==> src/hw/rtl/wsfp_pkg.sv <==
// ----------------------------------------------------------------------------
// wsfp_pkg
// types and constants shared by the websocket frame parser modules
// ----------------------------------------------------------------------------
package wsfp_pkg;

    typedef struct packed {
        logic [7:0] data_byte;
        logic       end_of_buffer;
    } in_item_t;

    typedef struct packed {
        logic [1:0]  kind;
        logic        fin_bit;
        logic [3:0]  frame_opcode;
        logic        masked;
        logic [63:0] frame_length;
        logic [7:0]  payload_byte;
        logic        frame_end;
        logic        error_code;
    } out_item_t;

    typedef enum logic [2:0] {
        PH_HDR0 = 3'd0,
        PH_HDR1 = 3'd1,
        PH_EXT  = 3'd2,
        PH_KEY  = 3'd3,
        PH_PAY  = 3'd4
    } phase_t;

    localparam logic [1:0] KIND_HEADER  = 2'd0;
    localparam logic [1:0] KIND_PAYLOAD = 2'd1;
    localparam logic [1:0] KIND_ERROR   = 2'd2;

    localparam logic ERR_TOO_LONG  = 1'b0;
    localparam logic ERR_TRUNCATED = 1'b1;

    localparam logic [6:0]  LEN_EXT16     = 7'd126;
    localparam logic [6:0]  LEN_EXT64     = 7'd127;
    localparam logic [2:0]  EXT16_COUNT   = 3'd1;
    localparam logic [2:0]  EXT64_COUNT   = 3'd7;
    localparam logic [2:0]  KEY_COUNT     = 3'd3;
    localparam logic [31:0] MAX_LEN_RESET = 32'd10485760;

endpackage

==> src/hw/rtl/wsfp_front.sv <==
// ----------------------------------------------------------------------------
// wsfp_front
// header parser and payload unmasker, one byte per cycle while step is high, one result at most
// ----------------------------------------------------------------------------
module wsfp_front (
    input  logic                aclk,
    input  logic                aresetn,
    input  logic                cfg_wr_en,
    input  logic [31:0]         cfg_wr_data,
    input  logic                step,
    input  wsfp_pkg::in_item_t  in_item,
    output logic                res_valid,
    output wsfp_pkg::out_item_t res_item
);

    wsfp_pkg::phase_t phase_reg, phase_next;
    logic [2:0]  cnt_reg, cnt_next;
    logic [63:0] len_reg, len_next;
    logic [63:0] rem_reg, rem_next;
    logic [31:0] key_reg, key_next;
    logic [1:0]  kidx_reg, kidx_next;
    logic        fin_reg, fin_next;
    logic [3:0]  op_reg, op_next;
    logic        masked_reg, masked_next;
    logic [31:0] max_len_reg;

    logic [7:0]  b;
    logic        eob;
    logic [6:0]  l7;
    logic        l7_ext;
    logic [63:0] len_shift;
    logic [63:0] lk_len;
    logic        lk_over;
    logic        lk_masked;
    logic [63:0] hd_len;
    logic        hd_zero;
    logic [7:0]  key_byte;
    logic        pay_last;
    wsfp_pkg::phase_t lk_phase;
    wsfp_pkg::phase_t hd_phase;

    assign b         = in_item.data_byte;
    assign eob       = in_item.end_of_buffer;
    assign l7        = b[6:0];
    assign l7_ext    = (l7 == wsfp_pkg::LEN_EXT16) || (l7 == wsfp_pkg::LEN_EXT64);
    assign len_shift = {len_reg[55:0], b};
    assign pay_last  = (rem_reg == 64'd1);

    // length just completed, from the short field or the extended field
    always_comb begin
        if (phase_reg == wsfp_pkg::PH_HDR1) begin
            lk_len    = {57'd0, l7};
            lk_masked = b[7];
        end else begin
            lk_len    = len_shift;
            lk_masked = masked_reg;
        end
        lk_over = (|lk_len[63:32]) || (lk_len[31:0] > max_len_reg);
        hd_len  = (phase_reg == wsfp_pkg::PH_KEY) ? len_reg : lk_len;
        hd_zero = (hd_len == 64'd0);
    end

    always_comb begin
        case (kidx_reg)
            2'd0:    key_byte = key_reg[31:24];
            2'd1:    key_byte = key_reg[23:16];
            2'd2:    key_byte = key_reg[15:8];
            default: key_byte = key_reg[7:0];
        endcase
    end

    always_comb begin
        hd_phase = (hd_zero || eob) ? wsfp_pkg::PH_HDR0 : wsfp_pkg::PH_PAY;
        if (lk_over) begin
            lk_phase = wsfp_pkg::PH_HDR0;
        end else if (lk_masked) begin
            lk_phase = eob ? wsfp_pkg::PH_HDR0 : wsfp_pkg::PH_KEY;
        end else begin
            lk_phase = hd_phase;
        end
    end

    // next phase
    always_comb begin
        phase_next = phase_reg;
        if (step) begin
            unique case (phase_reg)
                wsfp_pkg::PH_HDR1: begin
                    if (l7_ext) begin
                        phase_next = eob ? wsfp_pkg::PH_HDR0 : wsfp_pkg::PH_EXT;
                    end else begin
                        phase_next = lk_phase;
                    end
                end
                wsfp_pkg::PH_EXT: begin
                    if (cnt_reg == 3'd0) begin
                        phase_next = lk_phase;
                    end else if (eob) begin
                        phase_next = wsfp_pkg::PH_HDR0;
                    end
                end
                wsfp_pkg::PH_KEY: begin
                    if (cnt_reg == 3'd0) begin
                        phase_next = hd_phase;
                    end else if (eob) begin
                        phase_next = wsfp_pkg::PH_HDR0;
                    end
                end
                wsfp_pkg::PH_PAY: begin
                    if (pay_last || eob) begin
                        phase_next = wsfp_pkg::PH_HDR0;
                    end
                end
                default: begin
                    phase_next = eob ? wsfp_pkg::PH_HDR0 : wsfp_pkg::PH_HDR1;
                end
            endcase
        end
    end

    // datapath and result
    always_comb begin
        cnt_next    = cnt_reg;
        len_next    = len_reg;
        rem_next    = rem_reg;
        key_next    = key_reg;
        kidx_next   = kidx_reg;
        fin_next    = fin_reg;
        op_next     = op_reg;
        masked_next = masked_reg;
        res_valid   = 1'b0;
        res_item    = '0;
        if (step) begin
            unique case (phase_reg) inside
                wsfp_pkg::PH_HDR1, wsfp_pkg::PH_EXT: begin
                    if (phase_reg == wsfp_pkg::PH_HDR1) begin
                        masked_next = b[7];
                    end
                    len_next = (phase_reg == wsfp_pkg::PH_HDR1 && l7_ext) ? 64'd0 : lk_len;
                    if (phase_reg == wsfp_pkg::PH_HDR1 && l7_ext) begin
                        cnt_next = (l7 == wsfp_pkg::LEN_EXT16) ? wsfp_pkg::EXT16_COUNT
                                                               : wsfp_pkg::EXT64_COUNT;
                        if (eob) begin
                            res_valid           = 1'b1;
                            res_item.kind       = wsfp_pkg::KIND_ERROR;
                            res_item.error_code = wsfp_pkg::ERR_TRUNCATED;
                        end
                    end else if (phase_reg == wsfp_pkg::PH_EXT && cnt_reg != 3'd0) begin
                        cnt_next = cnt_reg - 3'd1;
                        if (eob) begin
                            res_valid           = 1'b1;
                            res_item.kind       = wsfp_pkg::KIND_ERROR;
                            res_item.error_code = wsfp_pkg::ERR_TRUNCATED;
                        end
                    end else if (lk_over) begin
                        res_valid           = 1'b1;
                        res_item.kind       = wsfp_pkg::KIND_ERROR;
                        res_item.error_code = wsfp_pkg::ERR_TOO_LONG;
                    end else if (lk_masked) begin
                        cnt_next = wsfp_pkg::KEY_COUNT;
                        key_next = 32'd0;
                        if (eob) begin
                            res_valid           = 1'b1;
                            res_item.kind       = wsfp_pkg::KIND_ERROR;
                            res_item.error_code = wsfp_pkg::ERR_TRUNCATED;
                        end
                    end else begin
                        res_valid = 1'b1;
                        if (hd_zero) begin
                            res_item.kind      = wsfp_pkg::KIND_HEADER;
                            res_item.frame_end = 1'b1;
                        end else if (eob) begin
                            res_item.kind       = wsfp_pkg::KIND_ERROR;
                            res_item.error_code = wsfp_pkg::ERR_TRUNCATED;
                        end else begin
                            res_item.kind         = wsfp_pkg::KIND_HEADER;
                            res_item.frame_length = hd_len;
                            rem_next              = hd_len;
                            kidx_next             = 2'd0;
                        end
                    end
                end
                wsfp_pkg::PH_KEY: begin
                    key_next = {key_reg[23:0], b};
                    if (cnt_reg != 3'd0) begin
                        cnt_next = cnt_reg - 3'd1;
                        if (eob) begin
                            res_valid           = 1'b1;
                            res_item.kind       = wsfp_pkg::KIND_ERROR;
                            res_item.error_code = wsfp_pkg::ERR_TRUNCATED;
                        end
                    end else begin
                        res_valid = 1'b1;
                        if (hd_zero) begin
                            res_item.kind      = wsfp_pkg::KIND_HEADER;
                            res_item.frame_end = 1'b1;
                        end else if (eob) begin
                            res_item.kind       = wsfp_pkg::KIND_ERROR;
                            res_item.error_code = wsfp_pkg::ERR_TRUNCATED;
                        end else begin
                            res_item.kind         = wsfp_pkg::KIND_HEADER;
                            res_item.frame_length = hd_len;
                            rem_next              = hd_len;
                            kidx_next             = 2'd0;
                        end
                    end
                end
                wsfp_pkg::PH_PAY: begin
                    kidx_next = kidx_reg + 2'd1;
                    rem_next  = rem_reg - 64'd1;
                    res_valid = 1'b1;
                    if (pay_last || !eob) begin
                        res_item.kind         = wsfp_pkg::KIND_PAYLOAD;
                        res_item.frame_length = len_reg;
                        res_item.payload_byte = masked_reg ? (b ^ key_byte) : b;
                        res_item.frame_end    = pay_last;
                    end else begin
                        res_item.kind       = wsfp_pkg::KIND_ERROR;
                        res_item.error_code = wsfp_pkg::ERR_TRUNCATED;
                    end
                end
                default: begin
                    fin_next    = b[7];
                    op_next     = b[3:0];
                    masked_next = 1'b0;
                    len_next    = 64'd0;
                    rem_next    = 64'd0;
                    key_next    = 32'd0;
                    kidx_next   = 2'd0;
                    cnt_next    = 3'd0;
                    if (eob) begin
                        res_valid           = 1'b1;
                        res_item.kind       = wsfp_pkg::KIND_ERROR;
                        res_item.error_code = wsfp_pkg::ERR_TRUNCATED;
                    end
                end
            endcase
        end
        res_item.fin_bit      = fin_next;
        res_item.frame_opcode = op_next;
        res_item.masked       = masked_next;
    end

    always_ff @(posedge aclk) begin
        if (!aresetn) begin
            phase_reg   <= wsfp_pkg::PH_HDR0;
            cnt_reg     <= 3'd0;
            len_reg     <= 64'd0;
            rem_reg     <= 64'd0;
            key_reg     <= 32'd0;
            kidx_reg    <= 2'd0;
            fin_reg     <= 1'b0;
            op_reg      <= 4'd0;
            masked_reg  <= 1'b0;
            max_len_reg <= wsfp_pkg::MAX_LEN_RESET;
        end else begin
            phase_reg  <= phase_next;
            cnt_reg    <= cnt_next;
            len_reg    <= len_next;
            rem_reg    <= rem_next;
            key_reg    <= key_next;
            kidx_reg   <= kidx_next;
            fin_reg    <= fin_next;
            op_reg     <= op_next;
            masked_reg <= masked_next;
            if (cfg_wr_en) begin
                max_len_reg <= cfg_wr_data;
            end
        end
    end

endmodule

==> src/hw/rtl/wsfp_queue.sv <==
// ----------------------------------------------------------------------------
// wsfp_queue
// short result queue between parser and output stage
// ----------------------------------------------------------------------------
module wsfp_queue #(
    parameter int DEPTH = 4
) (
    input  logic                aclk,
    input  logic                aresetn,
    input  logic                push,
    input  wsfp_pkg::out_item_t push_item,
    output logic                full,
    input  logic                pop,
    output logic                not_empty,
    output wsfp_pkg::out_item_t head_item
);

    localparam int PW = (DEPTH > 1) ? $clog2(DEPTH) : 1;
    localparam int CW = $clog2(DEPTH + 1);
    localparam logic [PW-1:0] LAST_PTR = PW'(DEPTH - 1);
    localparam logic [CW-1:0] FULL_CNT = CW'(DEPTH);

    wsfp_pkg::out_item_t store [DEPTH];
    logic [PW-1:0] wr_ptr_reg, wr_ptr_next;
    logic [PW-1:0] rd_ptr_reg, rd_ptr_next;
    logic [CW-1:0] count_reg, count_next;
    logic          do_push;
    logic          do_pop;

    assign full      = (count_reg == FULL_CNT);
    assign not_empty = (count_reg != '0);
    assign head_item = store[rd_ptr_reg];
    assign do_push   = push && !full;
    assign do_pop    = pop && not_empty;

    always_comb begin
        wr_ptr_next = wr_ptr_reg;
        rd_ptr_next = rd_ptr_reg;
        count_next  = count_reg;
        if (do_push) begin
            wr_ptr_next = (wr_ptr_reg == LAST_PTR) ? '0 : wr_ptr_reg + 1'b1;
        end
        if (do_pop) begin
            rd_ptr_next = (rd_ptr_reg == LAST_PTR) ? '0 : rd_ptr_reg + 1'b1;
        end
        if (do_push && !do_pop) begin
            count_next = count_reg + 1'b1;
        end else if (do_pop && !do_push) begin
            count_next = count_reg - 1'b1;
        end
    end

    always_ff @(posedge aclk) begin
        if (do_push) begin
            store[wr_ptr_reg] <= push_item;
        end
    end

    always_ff @(posedge aclk) begin
        if (!aresetn) begin
            wr_ptr_reg <= '0;
            rd_ptr_reg <= '0;
            count_reg  <= '0;
        end else begin
            wr_ptr_reg <= wr_ptr_next;
            rd_ptr_reg <= rd_ptr_next;
            count_reg  <= count_next;
        end
    end

endmodule

==> src/hw/rtl/wsfp_back.sv <==
// ----------------------------------------------------------------------------
// wsfp_back
// output stage: drains the queue into the registered result channel
// ----------------------------------------------------------------------------
module wsfp_back (
    input  logic                aclk,
    input  logic                aresetn,
    input  logic                q_not_empty,
    input  wsfp_pkg::out_item_t q_head,
    output logic                q_pop,
    output logic                m_valid,
    input  logic                m_ready,
    output wsfp_pkg::out_item_t m_item
);

    logic                m_valid_reg, m_valid_next;
    wsfp_pkg::out_item_t m_item_reg;

    assign q_pop        = q_not_empty && (!m_valid_reg || m_ready);
    assign m_valid_next = q_pop || (m_valid_reg && !m_ready);
    assign m_valid      = m_valid_reg;
    assign m_item       = m_item_reg;

    always_ff @(posedge aclk) begin
        if (!aresetn) begin
            m_valid_reg <= 1'b0;
        end else begin
            m_valid_reg <= m_valid_next;
        end
    end

    always_ff @(posedge aclk) begin
        if (q_pop) begin
            m_item_reg <= q_head;
        end
    end

endmodule

==> src/hw/rtl/websocket_frame_parser_top.sv <==
// ----------------------------------------------------------------------------
// websocket_frame_parser_top
// websocket receive frame parser: header decode, length check, unmasking
// ----------------------------------------------------------------------------
//   channel  dir  handshake          item
//   s_       in   s_valid/s_ready    data_byte, end_of_buffer
//   m_       out  m_valid/m_ready    header, payload byte or error result
//   cfg_     in   cfg_wr_en          max frame length
//
// one byte taken per cycle while s_ready is high; each byte gives at most one result item
// a result reaches m_ by way of the result queue and then the output register
// s_ready drops only while the result queue is full, i.e. under m_ready stalls
// synchronous active-low reset; max frame length resets to 10485760
// ----------------------------------------------------------------------------
module websocket_frame_parser_top #(
    parameter int QUEUE_DEPTH = 4
) (
    input  logic                aclk,
    input  logic                aresetn,
    input  logic                s_valid,
    output logic                s_ready,
    input  wsfp_pkg::in_item_t  s_item,
    output logic                m_valid,
    input  logic                m_ready,
    output wsfp_pkg::out_item_t m_item,
    input  logic                cfg_wr_en,
    input  logic [31:0]         cfg_wr_data
);

    logic                step;
    logic                res_valid;
    wsfp_pkg::out_item_t res_item;
    logic                q_full;
    logic                q_pop;
    logic                q_not_empty;
    wsfp_pkg::out_item_t q_head;

    assign s_ready = !q_full;
    assign step    = s_valid && s_ready;

    wsfp_front u_front (
        .aclk        (aclk),
        .aresetn     (aresetn),
        .cfg_wr_en   (cfg_wr_en),
        .cfg_wr_data (cfg_wr_data),
        .step        (step),
        .in_item     (s_item),
        .res_valid   (res_valid),
        .res_item    (res_item)
    );

    wsfp_queue #(
        .DEPTH (QUEUE_DEPTH)
    ) u_queue (
        .aclk      (aclk),
        .aresetn   (aresetn),
        .push      (res_valid),
        .push_item (res_item),
        .full      (q_full),
        .pop       (q_pop),
        .not_empty (q_not_empty),
        .head_item (q_head)
    );

    wsfp_back u_back (
        .aclk        (aclk),
        .aresetn     (aresetn),
        .q_not_empty (q_not_empty),
        .q_head      (q_head),
        .q_pop       (q_pop),
        .m_valid     (m_valid),
        .m_ready     (m_ready),
        .m_item      (m_item)
    );

endmodule

==> config.mk <==
export PLATFORM = sky130hd
export DESIGN_NAME = websocket_frame_parser_top
export DESIGN_NICKNAME = d
export VERILOG_FILES = /design/src/hw/rtl/wsfp_pkg.sv /design/src/hw/rtl/wsfp_front.sv /design/src/hw/rtl/wsfp_queue.sv /design/src/hw/rtl/wsfp_back.sv /design/src/hw/rtl/websocket_frame_parser_top.sv
export SDC_FILE = /design/constraint.sdc
export NUM_CORES = 1
export LEC_CHECK = 0
export BUFFER_PORTS_ARGS = -buffer_cell sky130_fd_sc_hd__buf_2
export CORE_UTILIZATION = 30
export CTS_CLUSTER_SIZE = 28
export DETAILED_ROUTE_END_ITERATION = 8
export PLACE_DENSITY_LB_ADDON = 0.08
export SYNTH_ARGS = -nofsm -noshare
export SYNTH_HDL_FRONTEND = slang
export SYNTH_HIERARCHICAL = 1
export SYNTH_SLANG_ARGS = --single-unit
==> constraint.sdc <==
create_clock -name aclk -period 6.5 [get_ports aclk]
set_input_delay 0.975 -clock aclk [delete_from_list [all_inputs] [get_ports aclk]]
set_output_delay 0.975 -clock aclk [all_outputs]
set_load 0.02 [all_outputs]
**Word-level counts from Yosys, hierarchy flattened**

Memory sizes are Yosys's and may differ from the RTL's. A register that Yosys moved wholly into a read port is not among the register bits.
Cells that the tools add are included.

- Bits in registers: 214
- Latch bits: 0
- RAM bits: 328
- Bits in read-only memories: 0
- Output and inout bits: 84
- Word-level logic and storage cells: 188
- Memories kept: 1

- Add/sub/neg operators: 7
- Multipliers: 0
- Div/mod/pow operators: 0
- Order comparisons: 1
- Equality and inequality tests: 22
- Shifts and indexed selects: 0
- Muxes and demuxes: 103
- Bitwise operators: 3
- Reductions and logical operators: 37

Memory list:

| memory | depth | bits a word | read ports | clocked after Yosys merged registers in | write ports | line | text |
|---|---|---|---|---|---|---|---|
| u_queue.store | 4 | 82 | 1 | 1 | 1 | wsfp_queue.sv:23 | `wsfp_pkg::out_item_t store [DEPTH];` |

Operators with widths:

| operator | count |
|---|---|
| two-way mux 64 bit | 17 |
| one-hot mux 64 bit (3 select lines) | 2 |
| two-way mux 32 bit | 4 |
| one-hot mux 64 bit (2 select lines) | 1 |
| one-hot mux 32 bit (3 select lines) | 1 |
| two-way mux 74 bit | 1 |
| two-way mux 73 bit | 1 |
| equality test 64 x 1 -> 1 bit (second input constant) | 1 |
| zero test 64 bit | 1 |
| subtractor 64 x 1 -> 64 bit (second input constant) | 1 |
| two-way mux 3 bit | 16 |
| two-way mux 2 bit | 20 |
| > comparator 32 bit | 1 |
| OR reduction 32 bit | 1 |
| two-way mux 1 bit | 27 |
| one-hot mux 8 bit (3 select lines) | 1 |
| two-way mux 8 bit | 2 |
| equality test 7 bit (second input constant) | 2 |
| inequality test 2 bit (second input constant) | 6 |
| one-hot mux 2 bit (3 select lines) | 2 |
| one-hot mux 3 bit (4 select lines) | 1 |
| AND reduction 6 bit | 2 |
| logical AND 1 bit | 9 |
| one-hot mux 1 bit (3 select lines) | 3 |
| other kinds (26) | 50 |

**Logic depth before layout (Yosys ltp)**

- Depth in word-level cells: 14
- Gate-level depth with buffers: 24
- Gate-level depth less buffers: 19

**Cells and area by module**

Netlist, hierarchy kept.

By module, submodules not included:

| module | times used | cells each | area an instance (sq um) | sequential area each (sq um) |
|---|---|---|---|---|
| wsfp_front | 1 | 1796 | 13165.1 | 4124.0 |
| wsfp_queue | 1 | 479 | 12391.9 | 10029.6 |
| wsfp_back | 1 | 86 | 2509.9 | 2482.4 |
| websocket_frame_parser_top | 1 | 2 | 10.0 | 0.0 |

**Worst setup path before layout**

Ideal clock, no wire load.

- Kind: input to register
- Start point: input m_ready
- End point: register u_queue.count_reg[2]
- Library setup time: 0.076 ns
- Data arrival time: 6.531 ns
- Required time: 6.424 ns
- Setup slack: -0.107 ns
- Stages on the path: 9
- Cells stage by stage: nor2b_4 > nor2b_1 > o31ai_1 > ha_1 > inv_1 > fa_1 > xor2_1 > or3_1 > a21boi_0

- Longest elaborated chain between the ends: 6
- Elaborated cells between the ends (all ways): 8

Ends and longest elaborated chain:

| item | line | text |
|---|---|---|
| start, declared | websocket_frame_parser_top.sv:24 | `input logic m_ready,` |
| logical OR 1 bit * | wsfp_back.sv:19 | `assign q_pop = q_not_empty && (!m_valid_reg \|\| m_ready);` |
| logical AND 1 bit * | wsfp_back.sv:19 |  |
| named net q_pop | websocket_frame_parser_top.sv:34 | `logic q_pop;` |
| logical AND 1 bit * | wsfp_queue.sv:34 | `assign do_pop = pop && not_empty;` |
| zero test 1 bit | wsfp_queue.sv:46 | `if (do_push && !do_pop) begin` |
| logical AND 1 bit | wsfp_queue.sv:46 |  |
| two-way mux 3 bit or nonzero test 2 bit (tied branches) | - |  |
| end signal, assigned | wsfp_queue.sv:67 | `count_reg <= count_next;` |
| end, declared | wsfp_queue.sv:26 | `logic [CW-1:0] count_reg, count_next;` |

The timed path passes the listed nets; every way through them passes the cells marked *.
A chain may end at the register's enable or synchronous reset.

**Worst setup path after layout**

- Start point: register u_front.phase_reg[2]
- End point: memory u_queue/store[1][27] (netlist bit) (enable)

- Longest elaborated chain between the ends: 12
- Elaborated cells between the ends (all ways): 21

Ends and longest elaborated chain:

| item | line | text |
|---|---|---|
| start, declared | wsfp_front.sv:16 | `wsfp_pkg::phase_t phase_reg, phase_next;` |
| start signal, assigned | wsfp_front.sv:246 | `phase_reg <= wsfp_pkg::PH_HDR0;` |
| start signal, assigned | wsfp_front.sv:257 | `phase_reg <= phase_next;` |
| equality test 3 x 1 -> 1 bit | wsfp_front.sv:51, wsfp_front.sv:140 |  |
| two-way mux 64 bit | wsfp_front.sv:51 | `if (phase_reg == wsfp_pkg::PH_HDR1) begin` |
| > comparator 32 bit or OR reduction 32 bit (tied branches) | wsfp_front.sv:58 | `lk_over = (\|lk_len[63:32]) \|\| (lk_len[31:0] > max_len_reg);` |
| logical OR 1 bit | wsfp_front.sv:58 |  |
| two-way mux 1 bit | wsfp_front.sv:155 | `end else if (lk_over) begin` |
| two-way mux 1 bit | wsfp_front.sv:148 | `end else if (phase_reg == wsfp_pkg::PH_EXT && cnt_reg != 3'd0) begin` |
| two-way mux 1 bit | wsfp_front.sv:140 | `if (phase_reg == wsfp_pkg::PH_HDR1 && l7_ext) begin` |
| one-hot mux 1 bit (3 select lines) * | wsfp_front.sv:134 | `unique case (phase_reg) inside` |
| two-way mux 1 bit * | wsfp_front.sv:133 | `if (step) begin` |
| named net res_valid | websocket_frame_parser_top.sv:31 | `logic res_valid;` |
| logical AND 1 bit * | wsfp_queue.sv:33 | `assign do_push = push && !full;` |
| two-way mux 1 bit * | wsfp_queue.sv:54 | `if (do_push) begin` |
| two-way mux 1 bit (implied by the code) * | wsfp_queue.sv:55 | `store[wr_ptr_reg] <= push_item;` |
| end, declared | wsfp_queue.sv:23 |  |

Marked as above.

==> out/metrics.csv <==
metric,value,unit
yosysUniqueCellTypes,77,
drc,0,
worstMarginPinSlew,1.22,ns
cts.sinks,626,
grt_max_degree,116,
syn_area,28100,µm²
path_max_fanout,51,
synth_flop_cell,edfxtp_1,
p_per_area,355,nW/µm²
io_buffers,129,
cts_root_buf,clkbuf_16,
layout_commonest_cell,edfxtp_1,
wl_met3,4.81,mm
htree_levels,3,
antenna_found_initial,2,
first_pass_iters,5,
rsz0062_at_grt,false,
initial_core_util,30.4,%
arrival,5.72,ns
wirelength,88.6,mm
hold_buffers,0,
switching_share,29.5,%
crit_chain,nand2b_1 -> nor2_2 -> buf_4 -> nor2b_1 -> ha_1 -> nand4_1 -> nor4_1 -> a221oi_1 -> a21oi_1 -> a211oi_2 -> nand2_1 -> a2111oi_0 -> nor2_1 -> nor2b_1 -> and2_4 -> buf_4,
layout_common_cells,"edfxtp_1, dfxtp_1, nand2_1, a21oi_1, nor2_1",
seqPwrFrac,44.0,%
power.leakage,11.0,nW
crit_type,reg2reg,
fin_util,34.9,%
synth.area.top_cells,"edfxtp_1, dfxtp_1, mux4_2",
power,0.0114,W
worstPathRequired,6.78,ns
drv_slew,0,
status,completed,
yosysWarningCount,6,
grt_usage,18.7,%
worstSkewPairLatency,0.63,ns
syn_inst,2363,
tns,0,ns
grt_pass1_wl,133,mm
async_reset_ff_share,0,%
post_drt_wl_per_cell,23.7,µm
synth_edf_count,410,
grt_pass1_vias,19411,
ios,130,
cp-end-kind,register,
path_clk_slew,0.05,ns
clock_path_buffers,3,
avgSynthCellArea,11.9,µm²
ir_worst_vdd,0.157,mV
cts_repair_resize_count,0,
relSlewSlack,17.8,%
critPathLaunchType,register,
wl_met1,41.3,mm
cap_violations,0,
min_period_over_period,83.7,%
via_per_inst,5.22,
cts_setup_buffers,0,
setup_viol,0,
tritoncts,built,
rows,111,
drt_iter0_markers,1692,
die_w,308,µm
overflow,0,
critPathSlowestCell,and2_4,
wl_met2,40.9,mm
fin_crit,5.44,ns
antenna_left,0,
routed.top_layer,met4,
power.internal,0.00804,W
syn-num-nets,2456,
finClkSkew,0.0362,ns
vias,19535,
die_area,94800,µm²
netlist.area_leader.share,43.9,%
ys_ff_latch,626,
syn2layout_area_growth,14.5,%
dp_hpwl,57.4,mm
yosys.area.top_type,edfxtp_1,
cts_buffers,75,
clockPowerShare,35.2,%
cpPeakStageDelay,0.80,ns
yosysSeqAreaShare,59.3,%
power.share.combinational,20.8,%
max_freq,0.184,GHz
gp_congestion,0.842,
finalNetCount,2529,
switchingPower,0.00337,W
core-area,92200,µm²
die_h,308,µm
hold_viol_final,0,
largest_reg_flops,328,
hp-class,reg2reg,
drive_above_1_share,16.2,%
-- power by group through the flow --
stage | Combinational (W) | Clock [W] | Sequential [W]
final | 0.00237 | 0.00402 | 0.00502
after global routing | 0.00256 | 0.00429 | 0.00508
after CTS | 0.00242 | 0.00414 | 0.00504
after detailed placement | 0.00242 | 0 | 0.00512
after global placement | 0.00241 | 0 | 0.00510
after floorplan | 0.00139 | 0 | 0.00543
-- cells by family (layout without fill, tap and decap cells) --
group	count (synthesis)	after routing	synth area share, %
multiplexers	166	166	9.62
flip-flops	626	626	59.3
other	0	1	0
buffers and inverters	257	389	4.33
AND/OR/NAND/NOR	773	773	13.5
AO/OA/AOI/OAI	475	475	10.6
XOR/XNOR	19	19	0.593
adder cells (fa/ha/maj)	47	47	2.12
-- worst paths after layout --
kind                        start                    to  slack, ns  cells past startpoint
max reg2reg  u_front/phase_reg[2]  u_queue/store[1][27]       1.06                     16
min           u_front/key_reg[30]   u_front/key_reg[30]       0.47                      2
min reg2reg   u_front/key_reg[30]   u_front/key_reg[30]       0.47                      2
max          u_front/phase_reg[2]  u_queue/store[1][27]       1.06                     16
-- Yosys cell counts (6+ instances only) --
cell type  number
buf_4           7
o31ai_1        15
and4b_1         6
mux2i_1        77
ha_1           46
mux2_2          7
o21bai_1        6
o21a_1          6
buf_2          27
buf_6           8
o32ai_1        12
xnor2_1        11
xor2_1          8
a21o_1          7
buf_12          8
clkbuf_1      110
nor4_1         29
nor3_1         37
a22oi_1        55
nand2b_1       66
a222oi_1        8
or3_1          12
a211oi_1        6
a31oi_1         7
o22ai_1        27
a21oi_1       198
nand2_1       200
a22o_1          6
o21ai_0        71
nor2_1        181
nor2b_1        31
buf_1          20
and3_1         21
edfxtp_1      410
inv_1          76
o211ai_1       19
and2_1         22
or4_1          11
nand3_1       114
mux4_2         81
dfxtp_1       216
nand4_1        17
-- routing by layer --
layer | vias up | track usage (%)
met5 | - | 0
met4 | 0 | 4.98
met3 | 95 | 2.98
met2 | 597 | 29.5
met1 | 9882 | 26.4
li1 | 8961 | -
-- stage by stage --
stage                     instance area [µm²]  hold slack, ns  std cells  worst slack (ns)
after global routing                    32100           0.488       3738             0.607
after detailed placement                29800           0.463       3602             0.972
after floorplan                         28100           0.444       2363             0.847
final                                   32100           0.471       3739              1.06
after CTS                               32100           0.473       3738             0.956
after global placement                  29800           0.455       3602             0.993
-- critical path: cells and delay by family (launching register included) --
kind | cells | cell delay, ns
simple gates | 9 | 2.96
fa+ha+maj | 1 | 0.31
flops | 1 | 0.30
compound gates | 4 | 0.70
buf+inv | 2 | 0.77
-- area by class of cell --
class / count / area [µm²]
fill: 9158 / 60100
sequential: 626 / 16600
multi-input combinational: 1480 / 10300
clock buffer: 107 / 2090
tap: 1243 / 1560
timing repair buffer: 176 / 998
inverter: 77 / 297
clock inverter: 29 / 244
antenna: 1 / 2.50
Note: power is estimated with default switching activity, not from simulation.
